### src/sv/fla_pkg.sv
// shared types and constants for the free list index allocator
package fla_pkg;

  localparam int unsigned POOL_ENTRIES_DEF = 256;
  localparam int unsigned CMD_W            = 3;
  localparam int unsigned INDEX_W          = 8;
  localparam int unsigned LINK_W           = 8;
  localparam int unsigned STATUS_W         = 2;

  typedef enum logic [CMD_W-1:0] {
    CMD_INIT       = 3'd0,
    CMD_ALLOC      = 3'd1,
    CMD_FREE_ONE   = 3'd2,
    CMD_FREE_CHAIN = 3'd3,
    CMD_SET_LINK   = 3'd4,
    CMD_READ_LINK  = 3'd5
  } cmd_e;

  typedef enum logic [STATUS_W-1:0] {
    ST_OK    = 2'd0,
    ST_EMPTY = 2'd1,
    ST_BAD   = 2'd2,
    ST_LONG  = 2'd3
  } status_e;

  typedef enum logic [2:0] {
    S_SWEEP,
    S_IDLE,
    S_EXEC,
    S_RD_WAIT,
    S_CH_RD,
    S_CH_WAIT,
    S_DONE
  } state_e;

  typedef struct packed {
    logic [INDEX_W-1:0] index;
    status_e            status;
  } res_t;

endpackage

### src/sv/fla_core.sv
// sequencer and link memory of the free list index allocator
module fla_core #(
  parameter int unsigned POOL_ENTRIES = fla_pkg::POOL_ENTRIES_DEF
) (
  input  logic                         clk_i,
  input  logic                         rst_ni,
  input  logic                         start_i,
  input  logic [fla_pkg::CMD_W-1:0]    cmd_i,
  input  logic [fla_pkg::INDEX_W-1:0]  entry_index_i,
  input  logic [fla_pkg::LINK_W-1:0]   link_value_i,
  output logic                         ready_o,
  output logic                         res_valid_o,
  input  logic                         res_ready_i,
  output fla_pkg::res_t                res_o
);

  localparam int unsigned IDX_W = $clog2(POOL_ENTRIES);
  localparam int unsigned CNT_W = $clog2(POOL_ENTRIES + 1);

  fla_pkg::state_e state_q, state_d;

  logic [fla_pkg::CMD_W-1:0]   cmd_q;
  logic [fla_pkg::INDEX_W-1:0] idx_q;
  logic [fla_pkg::LINK_W-1:0]  lnk_q;
  logic [IDX_W-1:0]            head_q, head_d;
  logic [IDX_W-1:0]            cur_q, cur_d;
  logic [CNT_W-1:0]            cnt_q, cnt_d;
  logic [IDX_W-1:0]            sweep_q, sweep_d;
  logic                        report_q, report_d;
  fla_pkg::res_t               res_q, res_d;

  logic [IDX_W-1:0] mem [POOL_ENTRIES];
  logic [IDX_W-1:0] rd_data_q;
  logic [IDX_W-1:0] rd_addr;
  logic             wr_en;
  logic [IDX_W-1:0] wr_addr;
  logic [IDX_W-1:0] wr_data;

  logic             idx_ok;
  logic             lnk_ok;
  logic             cur_ok;
  logic [IDX_W-1:0] idx_a;
  logic             sweep_last;
  logic             chain_full;

  assign idx_a      = IDX_W'(idx_q);
  assign idx_ok     = (idx_q != '0) && (32'(idx_q) < 32'(POOL_ENTRIES));
  assign lnk_ok     = 32'(lnk_q) < 32'(POOL_ENTRIES);
  assign cur_ok     = 32'(cur_q) < 32'(POOL_ENTRIES);
  assign sweep_last = sweep_q == IDX_W'(POOL_ENTRIES - 1);
  assign chain_full = cnt_q == CNT_W'(POOL_ENTRIES);

  // next state
  always_comb begin
    state_d = state_q;
    unique case (state_q)
      fla_pkg::S_SWEEP: begin
        if (sweep_last) begin
          state_d = report_q ? fla_pkg::S_DONE : fla_pkg::S_IDLE;
        end
      end
      fla_pkg::S_IDLE: begin
        if (start_i) begin
          state_d = fla_pkg::S_EXEC;
        end
      end
      fla_pkg::S_EXEC: begin
        case (cmd_q)
          fla_pkg::CMD_INIT: state_d = fla_pkg::S_SWEEP;
          fla_pkg::CMD_ALLOC: begin
            state_d = (head_q == '0) ? fla_pkg::S_DONE : fla_pkg::S_RD_WAIT;
          end
          fla_pkg::CMD_FREE_CHAIN: begin
            state_d = (idx_q != '0 && idx_ok) ? fla_pkg::S_CH_RD : fla_pkg::S_DONE;
          end
          fla_pkg::CMD_READ_LINK: begin
            state_d = idx_ok ? fla_pkg::S_RD_WAIT : fla_pkg::S_DONE;
          end
          default: state_d = fla_pkg::S_DONE;
        endcase
      end
      fla_pkg::S_RD_WAIT: state_d = fla_pkg::S_DONE;
      fla_pkg::S_CH_RD: begin
        if (cur_q == '0 || chain_full || !cur_ok) begin
          state_d = fla_pkg::S_DONE;
        end else begin
          state_d = fla_pkg::S_CH_WAIT;
        end
      end
      fla_pkg::S_CH_WAIT: state_d = fla_pkg::S_CH_RD;
      fla_pkg::S_DONE: begin
        if (res_ready_i) begin
          state_d = fla_pkg::S_IDLE;
        end
      end
      default: state_d = fla_pkg::S_IDLE;
    endcase
  end

  // datapath and memory control
  always_comb begin
    head_d   = head_q;
    cur_d    = cur_q;
    cnt_d    = cnt_q;
    sweep_d  = sweep_q;
    report_d = report_q;
    res_d    = res_q;
    wr_en    = 1'b0;
    wr_addr  = cur_q;
    wr_data  = head_q;
    rd_addr  = cur_q;
    ready_o     = state_q == fla_pkg::S_IDLE;
    res_valid_o = state_q == fla_pkg::S_DONE;
    case (state_q)
      fla_pkg::S_SWEEP: begin
        wr_en   = 1'b1;
        wr_addr = sweep_q;
        wr_data = (sweep_last || sweep_q == '0) ? '0 : sweep_q + IDX_W'(1);
        sweep_d = sweep_q + IDX_W'(1);
        if (sweep_last) begin
          head_d   = IDX_W'(1);
          report_d = 1'b0;
        end
      end
      fla_pkg::S_EXEC: begin
        res_d.status = fla_pkg::ST_OK;
        res_d.index  = '0;
        case (cmd_q)
          fla_pkg::CMD_INIT: begin
            sweep_d  = '0;
            report_d = 1'b1;
          end
          fla_pkg::CMD_ALLOC: begin
            rd_addr = head_q;
            if (head_q == '0) begin
              res_d.status = fla_pkg::ST_EMPTY;
            end
          end
          fla_pkg::CMD_FREE_ONE: begin
            if (!idx_ok) begin
              res_d.status = fla_pkg::ST_BAD;
            end else begin
              wr_en   = 1'b1;
              wr_addr = idx_a;
              wr_data = head_q;
              head_d  = idx_a;
            end
          end
          fla_pkg::CMD_FREE_CHAIN: begin
            if (idx_q != '0 && !idx_ok) begin
              res_d.status = fla_pkg::ST_BAD;
            end
            cur_d = idx_a;
            cnt_d = '0;
          end
          fla_pkg::CMD_SET_LINK: begin
            if (!idx_ok || !lnk_ok) begin
              res_d.status = fla_pkg::ST_BAD;
            end else begin
              wr_en   = 1'b1;
              wr_addr = idx_a;
              wr_data = IDX_W'(lnk_q);
            end
          end
          fla_pkg::CMD_READ_LINK: begin
            rd_addr = idx_a;
            if (!idx_ok) begin
              res_d.status = fla_pkg::ST_BAD;
            end
          end
          default: ;
        endcase
      end
      fla_pkg::S_RD_WAIT: begin
        if (cmd_q == fla_pkg::CMD_ALLOC) begin
          head_d      = rd_data_q;
          res_d.index = fla_pkg::INDEX_W'(head_q);
        end else begin
          res_d.index = fla_pkg::INDEX_W'(rd_data_q);
        end
      end
      fla_pkg::S_CH_RD: begin
        // zero link ends the walk, then the step limit, then range
        rd_addr = cur_q;
        if (cur_q != '0) begin
          if (chain_full) begin
            res_d.status = fla_pkg::ST_LONG;
          end else if (!cur_ok) begin
            res_d.status = fla_pkg::ST_BAD;
          end
        end
      end
      fla_pkg::S_CH_WAIT: begin
        // push the current entry, follow its old link
        wr_en   = 1'b1;
        wr_addr = cur_q;
        wr_data = head_q;
        head_d  = cur_q;
        cur_d   = rd_data_q;
        cnt_d   = cnt_q + CNT_W'(1);
      end
      default: ;
    endcase
  end

  always_ff @(posedge clk_i) begin
    if (wr_en) begin
      mem[wr_addr] <= wr_data;
    end
    rd_data_q <= mem[rd_addr];
  end

  always_ff @(posedge clk_i or negedge rst_ni) begin
    if (!rst_ni) begin
      state_q  <= fla_pkg::S_SWEEP;
      head_q   <= IDX_W'(1);
      report_q <= 1'b0;
      sweep_q  <= '0;
    end else begin
      state_q  <= state_d;
      head_q   <= head_d;
      report_q <= report_d;
      sweep_q  <= sweep_d;
    end
  end

  always_ff @(posedge clk_i) begin
    if (start_i && state_q == fla_pkg::S_IDLE) begin
      cmd_q <= cmd_i;
      idx_q <= entry_index_i;
      lnk_q <= link_value_i;
    end
    cur_q <= cur_d;
    cnt_q <= cnt_d;
    res_q <= res_d;
  end

  assign res_o = res_q;

endmodule

### src/sv/free_list_index_allocator.sv
// commands: init sweeps the link memory one entry per cycle; free_chain walks the chain,
//   reading each entry's link and then pushing that entry onto the free list
// throughput: one command at a time through the link memory (one write and one read port) and sequencer,
//   next command taken the cycle after its result enters the output register
// reset: a sweep over all POOL_ENTRIES entries rebuilds the link chain before the first transfer
// top level: command stream in, status and index stream out
module free_list_index_allocator #(
  parameter int unsigned POOL_ENTRIES = fla_pkg::POOL_ENTRIES_DEF
) (
  input  logic        clk_i,
  input  logic        rst_ni,
  input  logic        s_axis_tvalid,
  output logic        s_axis_tready,
  input  logic [23:0] s_axis_tdata,  // cmd[2:0], entry_index[10:3], link_value[18:11], zero pad
  output logic        m_axis_tvalid,
  input  logic        m_axis_tready,
  output logic [15:0] m_axis_tdata   // status[1:0], index_out[9:2]
);

  logic          core_ready;
  logic          start;
  logic          res_valid;
  logic          res_ready;
  fla_pkg::res_t res;

  logic          out_valid_q, out_valid_d;
  fla_pkg::res_t out_q;

  assign s_axis_tready = core_ready;
  assign start         = s_axis_tvalid & core_ready;

  fla_core #(
    .POOL_ENTRIES(POOL_ENTRIES)
  ) u_core (
    .clk_i        (clk_i),
    .rst_ni       (rst_ni),
    .start_i      (start),
    .cmd_i        (s_axis_tdata[2:0]),
    .entry_index_i(s_axis_tdata[10:3]),
    .link_value_i (s_axis_tdata[18:11]),
    .ready_o      (core_ready),
    .res_valid_o  (res_valid),
    .res_ready_i  (res_ready),
    .res_o        (res)
  );

  // output register frees up in the same cycle it is drained
  assign res_ready = !out_valid_q || m_axis_tready;

  always_comb begin
    out_valid_d = out_valid_q;
    if (res_valid && res_ready) begin
      out_valid_d = 1'b1;
    end else if (m_axis_tready) begin
      out_valid_d = 1'b0;
    end
  end

  always_ff @(posedge clk_i or negedge rst_ni) begin
    if (!rst_ni) begin
      out_valid_q <= 1'b0;
    end else begin
      out_valid_q <= out_valid_d;
    end
  end

  always_ff @(posedge clk_i) begin
    if (res_valid && res_ready) begin
      out_q <= res;
    end
  end

  assign m_axis_tvalid = out_valid_q;
  assign m_axis_tdata  = {6'b0, out_q};

endmodule
### config.mk
export PLATFORM = sky130hd
export DESIGN_NAME = free_list_index_allocator
export DESIGN_NICKNAME = d
export VERILOG_FILES = /design/src/sv/fla_pkg.sv /design/src/sv/fla_core.sv /design/src/sv/free_list_index_allocator.sv
export SDC_FILE = /design/constraint.sdc
export NUM_CORES = 2
export LEC_CHECK = 0
export BUFFER_PORTS_ARGS = -buffer_cell sky130_fd_sc_hd__clkbuf_2
export CAP_MARGIN = 40
export CELL_PAD_IN_SITES_DETAIL_PLACEMENT = 0
export CELL_PAD_IN_SITES_GLOBAL_PLACEMENT = 1
export CORE_MARGIN = 2
export CORE_UTILIZATION = 30
export CTS_BUF_LIST = sky130_fd_sc_hd__clkbuf_16
export CTS_CLUSTER_DIAMETER = 60
export DETAILED_ROUTE_END_ITERATION = 8
export HOLD_SLACK_MARGIN = 0.1
export PLACE_DENSITY = 0.54
export SYNTH_ARGS = -nofsm -noshare
export SYNTH_HDL_FRONTEND = slang
export SYNTH_SLANG_ARGS = --single-unit
### constraint.sdc
create_clock -name clk_i -period 17.4 [get_ports clk_i]
set_input_delay 4.35 -clock clk_i [delete_from_list [all_inputs] [get_ports clk_i]]
set_output_delay 4.35 -clock clk_i [all_outputs]
set_load 0.005 [all_outputs]
* Word-level counts from Yosys, hierarchy flattened
Memory sizes are Yosys's and may differ from the RTL's. A register that Yosys moved wholly into a read port is not among the register bits.
Cells that the tools add are included.
** Operators by class
- Bitwise operators :: 1
- Reduce and logical (&&, ||, !) cells :: 28
- Mux-type cells :: 48
- Add/sub/neg operators :: 2
- Eq/ne operators :: 23
** Operator list (number)
- $mux W8 :: 13
- $pmux W8 S2 :: 6
- $pmux W8 S4 :: 1
- $logic_not A8 Y1 :: 3
- $pmux W3 S7 :: 1
- $mux W3 :: 6
- $pmux W9 S2 :: 1
- $reduce_bool A8 Y1 :: 2
- $eq A3 B3 Y1 const B :: 5
- $ne A2 B1 Y1 const B :: 7
- $eq A3 B2 Y1 const B :: 4
- $pmux W3 S4 :: 1
- $mux W2 :: 5
- $reduce_bool A2 Y1 :: 5
- $add A9 B1 Y9 const B :: 1
- $eq A9 B9 Y1 const B :: 1
- $mux W1 :: 9
- $mux W9 :: 1
- $reduce_and A3 Y1 :: 3
- $add A8 B1 Y8 const B :: 1
- $eq A8 B8 Y1 const B :: 1
- $pmux W2 S2 :: 2
- $eq A3 B1 Y1 const B :: 2
- $logic_not A3 Y1 :: 2
- 11 further kinds :: 19
** Storage, ports and cells
- Register bits :: 77
- Output and inout port bits :: 18
- Bits of input ports :: 28
- Memory bits (writable) :: 2048
- Memories kept :: 1
- Word-level logic and storage cells :: 117
** Memories
- u_core.mem :: words 256, width 8, read ports 1, clocked after Yosys merged registers in 1, write ports 1, line fla_core.sv:32 : logic [IDX_W-1:0] mem [POOL_ENTRIES];

* Longest topological paths before layout
- Depth in word-level cells :: 6
- Mapped depth :: 16
- Depth with buffers taken out :: 9

* Cells and area by module
Synthesis repeated with hierarchy kept, for this count alone.
** Second synthesis, totals
- Cells, all modules :: 5638
- Area, all modules :: 83520.1 um2
** By module, submodules not included
- fla_core :: cells each 5616, area each 83111.0 um2, times used 1, sequential area each 63542.2 um2
- free_list_index_allocator :: cells each 22, area each 409.1 um2, times used 1, sequential area each 325.3 um2

* Worst setup path before layout
Ideal clock, no wire load.
- Path type :: register to register
- Start point :: reg u_core.sweep_q[0]
- End point :: mem u_core.mem[0][0] in the netlist's numbering, data pin
- Setup time :: 2192 ps
- Path buffers :: 0
- Setup slack :: 3633 ps
- Arrival :: 11575 ps
- Clock period less this slack :: 13767 ps
- Cell stages (with the launch flop) :: 7
- Cells stage by stage :: dfrtp_1 > ha_1 > and3_1 > and3_1 > a31oi_1 > o41ai_1 > o21ai_0
** On the way
- Word-level cells in the longest chain between the ends :: 4
** Ends and longest elaborated chain
- start: declaration :: line fla_core.sv:28 : logic [IDX_W-1:0] sweep_q, sweep_d;
- start signal: assignment :: line fla_core.sv:223 : sweep_q <= sweep_d;
- parallel branches: the longest is 2 deep, another holds $add A8 B1 Y8
- $mux W8 (*) :: line fla_core.sv:118 : wr_data = (sweep_last || sweep_q == '0) ? '0 : sweep_q + IDX_W'(1);
- $pmux W8 S2 (*) :: line fla_core.sv:114 : case (state_q)
- net u_core.wr_data[0] :: line fla_core.sv:37 : logic [IDX_W-1:0] wr_data;
- end: declaration :: line fla_core.sv:32
Mark *: on every way through the listed nets, which the timed path passes.

* Worst setup path in the final report
- Start point :: reg u_core.state_q[2]
- End point :: reg u_core.rd_data_q[4], read port of u_core.mem
** On the way
- Word-level cells in the longest chain between the ends :: 2
** Ends and longest elaborated chain
- start: declaration :: line fla_core.sv:20 : fla_pkg::state_e state_q, state_d;
- start signal: assignment :: line fla_core.sv:215 : state_q <= fla_pkg::S_SWEEP;
- start signal: assignment :: line fla_core.sv:220 : state_q <= state_d;
- $eq A3 B2 Y1 :: line fla_core.sv:114
- $mux W8 :: line fla_core.sv:114
- end: declaration :: line fla_core.sv:33 : logic [IDX_W-1:0] rd_data_q;
Every way passes these cells.
A chain may end at the register's enable or synchronous reset.

==> impl_summary.md <==
Outcome
The run finished with clean final reports.

Power and ir drop
The power density over cell area is 164 nW/um^2. The leakage power figure is 32.1 nW. The design draws 0.0160 W. VDD sags by at most approximately 0.27 mV.

STA
The max-slew violation count is 0. Headroom to the max-slew limit came out at 9.22%. Dividing the final minimum period by the clock period gives between 30% and 40%. The maximum clock rate is 145 MHz. The total negative slack for setup checks is 0 ps.

Setup repair after global routing left no endpoint under its margin. The actual transition at the worst max-transition pin is 1360 ps. The number of hold-slack violations in the final timing report is 0.

Subtracting the final worst setup slack from the clock period gives 6900 ps. The worst-case clock skew is 23.8 ps. The number of setup violations in the final report is 0.

GRT
The number of global-route vias before repair is 50600. The first global-routing pass estimated 394 mm of wire. For met3 alone, demand over resource in global routing was 2.75%. The layer with the highest usage after global routing is met2. Entering global routing, the biggest net connects 180 pins. The total global routing track utilization is a little under a fifth. The number of antenna violations at the first check in global routing is 21. The total global routing overflow is 0. The met1 global-route usage is 26.9%. For this run, global-route usage on met2 was measured as 30.3%.

Floorplan
In this run the horizontal extent of the chip is 538 um. 46 I/O pins were placed. The initial cell density of the core is 30.2%.

The number of core rows is 195. The core region is 283000 um^2. The area of the die is 289000 um^2.

Measured along the y axis, the die boundary spans 538 um.

Hold path
In this run the most critical hold path is launched from u_core.res_o[2]. The type of the most critical hold path is reg -> reg.

Yosys
The instance count of the mapped netlist is 5949. In the post-synthesis netlist, the biggest area contributors are sky130_fd_sc_hd__edfxtp_1, sky130_fd_sc_hd__nand2_1, sky130_fd_sc_hd__a211oi_1. The biggest area contributor in the post-synthesis netlist is sky130_fd_sc_hd__edfxtp_1.

The top cell type's share of synthesized area is 73.9%. Summing every instance area after synthesis gives approximately 85000 um^2. After synthesis, the share of flip-flops with an asynchronous set or reset is 0.985%. The top flip-flop cell by instance count after synthesis is sky130_fd_sc_hd__edfxtp_1.

During synthesis, Yosys emitted a total of 0 warnings. The total of flip-flops plus latches after synthesis is ~2100. The number of unique standard cell types used by synthesis is 81.

The number of synthesized flops with an enable pin is about 2100. The portion of the post-synthesis area used by sequential elements is 74.7%. In this run the mean area of a mapped cell was 14.4 um^2.

Route
The count of routing violations after the opening detailed-route iteration is 5672. The residual DRC count is 0. The detailed-route vias per instance is 5.30. The count of nets left with antenna violations after detail routing is 0. After detailed routing, the total wire length is 280 mm. The number of search-and-repair iterations in the first detailed-routing pass is 8.

In the final routed layout, each cell accounts on average for 28.2 um. For this block, the via count after detailed routing is 52600.

Run
The total of max-cap violations is 0.

Final layout
Of the cells placed in the final design, the portion with a size suffix greater than 1 is 11.0%. The area growth from synthesis to final layout is 14.4%. The final net count is 6047.

Worst setup path
Among the stages of the critical path, the cell type that occurs most often is sky130_fd_sc_hd__buf_4. The worst setup path is of the reg -> reg kind. The master of the slowest instance on the critical path is sky130_fd_sc_hd__nor3b_2.

The critical path starts at u_core.state_q[2]. STA puts the critical path data required time at 18160 ps. The data arrival time of the critical path is roughly 7700 ps. The biggest cell delay along the critical path is 800 ps.

STA classifies the critical path startpoint as a flip-flop. The worst setup path is captured at a flip-flop. Of all nets on the critical path, the largest fanout is 48.

The beginning of the worst register-to-register path is u_core.state_q[2]. Walking the worst path, the cells encountered are nor3b_2 -> nand3_1 -> nand2_4 -> buf_4 -> buf_4 -> buf_4 -> buf_4 -> mux2i_1 -> a32oi_1 -> a21oi_1 -> nor4_1 -> nand4_1 -> nand4_1.

Clocking
The master cell of the clock root buffer is sky130_fd_sc_hd__clkbuf_16. The count of hold buffers inserted by post-cts repair is 0. In this run the number of H-tree levels came out at 4. The clock slew seen by the registers of the worst setup and hold paths is 60 ps. Buffers added to address setup during post-CTS repair amount to 0. The later pin in the worst-skew pair is clocked with a latency of 870 ps. The clock sink count is roughly 2100. The number of clock buffers inserted by TritonCTS is between 200 and 250.

The post-cts sizing count is 0. The clock passes through at most 3 buffers. TritonCTS built the clock tree.

Placed design
The global placer's final weighted congestion is 0.808. The post-detailed-placement half-perimeter wirelength is 167 mm. The port buffer count is 34.
[routing by layer]
layer	vias to the layer above	share of wire (%)
met2	1804	47
met5	-	0.0046
met3	355	6.3
met4	2	2.5
li1	23000	-
met1	27500	44
[sequential cells by signal, summed over array words and instances (netlist names)]
name	cells
u_core.idx_a	8
u_core.head_q	8
u_core.cnt_q	9
u_core.res_o	10
m_axis_tdata	10
u_core.mem	2048
u_core.cur_q	8
u_core.cmd_q	3
u_core.lnk_q	8
u_core.report_q	1
u_core.sweep_q	8
u_core.state_q	3
u_core.rd_data_q	8
m_axis_tvalid	1
[path summary, 6_finish.rpt]
kind | end | slack, ps | depth (start not counted)
min in group asynchronous | m_axis_tvalid | 3500 | 1
max in group asynchronous | u_core.sweep_q[3] | 13470 | 1
hold / removal | m_axis_tdata[2] | 430 | 0
setup reg to reg | u_core.rd_data_q[4] | 10500 | 13
hold reg to reg | m_axis_tdata[2] | 430 | 0
setup / recovery | u_core.rd_data_q[4] | 10500 | 13
[cells in the final DEF (no fill, tap or decap), types with 140 or more instances in the layout]
master and n:
sky130_fd_sc_hd__and3_1 267, sky130_fd_sc_hd__a211oi_1 257, sky130_fd_sc_hd__edfxtp_1 2104, sky130_fd_sc_hd__a31oi_1 219, sky130_fd_sc_hd__nand2_1 1123, sky130_fd_sc_hd__mux2i_1 140, sky130_fd_sc_hd__a21oi_1 147, sky130_fd_sc_hd__nor2_1 331
sky130_fd_sc_hd__nand3_1 182, sky130_fd_sc_hd__buf_4 177, sky130_fd_sc_hd__clkbuf_16 228, sky130_fd_sc_hd__o21ai_0 140
[synthesized netlist by cell type (5+ instances only)]
library cell	count
sky130_fd_sc_hd__xnor2_1	7
sky130_fd_sc_hd__nand2_1	1124
sky130_fd_sc_hd__clkbuf_1	176
sky130_fd_sc_hd__a22oi_1	38
sky130_fd_sc_hd__a22o_1	9
sky130_fd_sc_hd__dfxtp_1	8
sky130_fd_sc_hd__nand2b_1	11
sky130_fd_sc_hd__buf_2	183
sky130_fd_sc_hd__mux4_2	68
sky130_fd_sc_hd__or3_1	7
sky130_fd_sc_hd__buf_4	36
sky130_fd_sc_hd__a31oi_1	223
sky130_fd_sc_hd__a221o_1	5
sky130_fd_sc_hd__nand4_1	24
sky130_fd_sc_hd__and2_1	9
sky130_fd_sc_hd__a222oi_1	8
sky130_fd_sc_hd__a21oi_1	148
sky130_fd_sc_hd__nor4_1	32
sky130_fd_sc_hd__nor2b_1	9
sky130_fd_sc_hd__a311oi_1	20
sky130_fd_sc_hd__o22ai_1	63
sky130_fd_sc_hd__a2111oi_0	24
sky130_fd_sc_hd__o221ai_1	16
sky130_fd_sc_hd__inv_1	21
sky130_fd_sc_hd__nor3_1	10
sky130_fd_sc_hd__buf_6	7
sky130_fd_sc_hd__dfrtp_1	20
sky130_fd_sc_hd__o21bai_1	6
sky130_fd_sc_hd__mux2i_1	142
sky130_fd_sc_hd__nor2_1	337
sky130_fd_sc_hd__edfxtp_1	2104
sky130_fd_sc_hd__a32o_1	13
sky130_fd_sc_hd__a211oi_1	257
sky130_fd_sc_hd__and3_1	267
sky130_fd_sc_hd__mux2_2	6
sky130_fd_sc_hd__o21ai_0	143
sky130_fd_sc_hd__a221oi_1	8
sky130_fd_sc_hd__xor2_1	6
sky130_fd_sc_hd__buf_1	29
sky130_fd_sc_hd__a32oi_1	77
sky130_fd_sc_hd__nand3_1	182
[per-stage QoR]
stage | hold WS [ps] | instances | setup WS (ps) | area [um^2] | util [%]
floorplan | 400 | 5954 | 3630 | 85500 | -
global placement | 413 | 9437 | 10580 | 89800 | 31.8
global route | 444 | 9941 | 10330 | 97800 | 34.6
CTS | 429 | 9931 | 10540 | 97700 | 34.6
finish | 425 | 9941 | 10500 | 97800 | 34.6
detailed placement | 415 | 9521 | 10540 | 90800 | 32.1
[cells by family after synthesis]
logic type,after synthesis,synth area share [%]
AND/OR/NAND/NOR,2036,10.4
XOR/XNOR,13,0.133
buffers and inverters,453,2.48
multiplexers,216,3.53
other,1,0.00439
adder cells (fa/ha/maj),4,0.0585
flip-flops,2133,74.7
AO/OA/AOI/OAI,1093,8.67
[cell type report]
class	count	area, um^2
clock buffer	228	5710
clock inverter	182	1180
timing repair buffer	265	2420
inverter	21	86.3
fill	27100	185000
antenna	1	2.50
tap	3743	4680
sequential	2133	63900
multi-input combinational	3368	19800
[worst max-delay path: cells and delay by family (launching register included)]
| family | cells | cell delay [ps] |
|---|---|---|
| buffers and inverters | 4 | 2430 |
| AO/OA/AOI/OAI | 2 | 280 |
| AND/OR/NAND/NOR | 6 | 3140 |
| flip-flops | 1 | 560 |
| multiplexers | 1 | 190 |
[report_power, final]
part	switching (W)	leakage [nW]	internal, W
clock	0.00202	3.57	0.00252
combinational	0.00350	9.09	0.000987
sequential	0.000121	19.5	0.00685
Note: power is estimated with default switching activity, not from simulation.
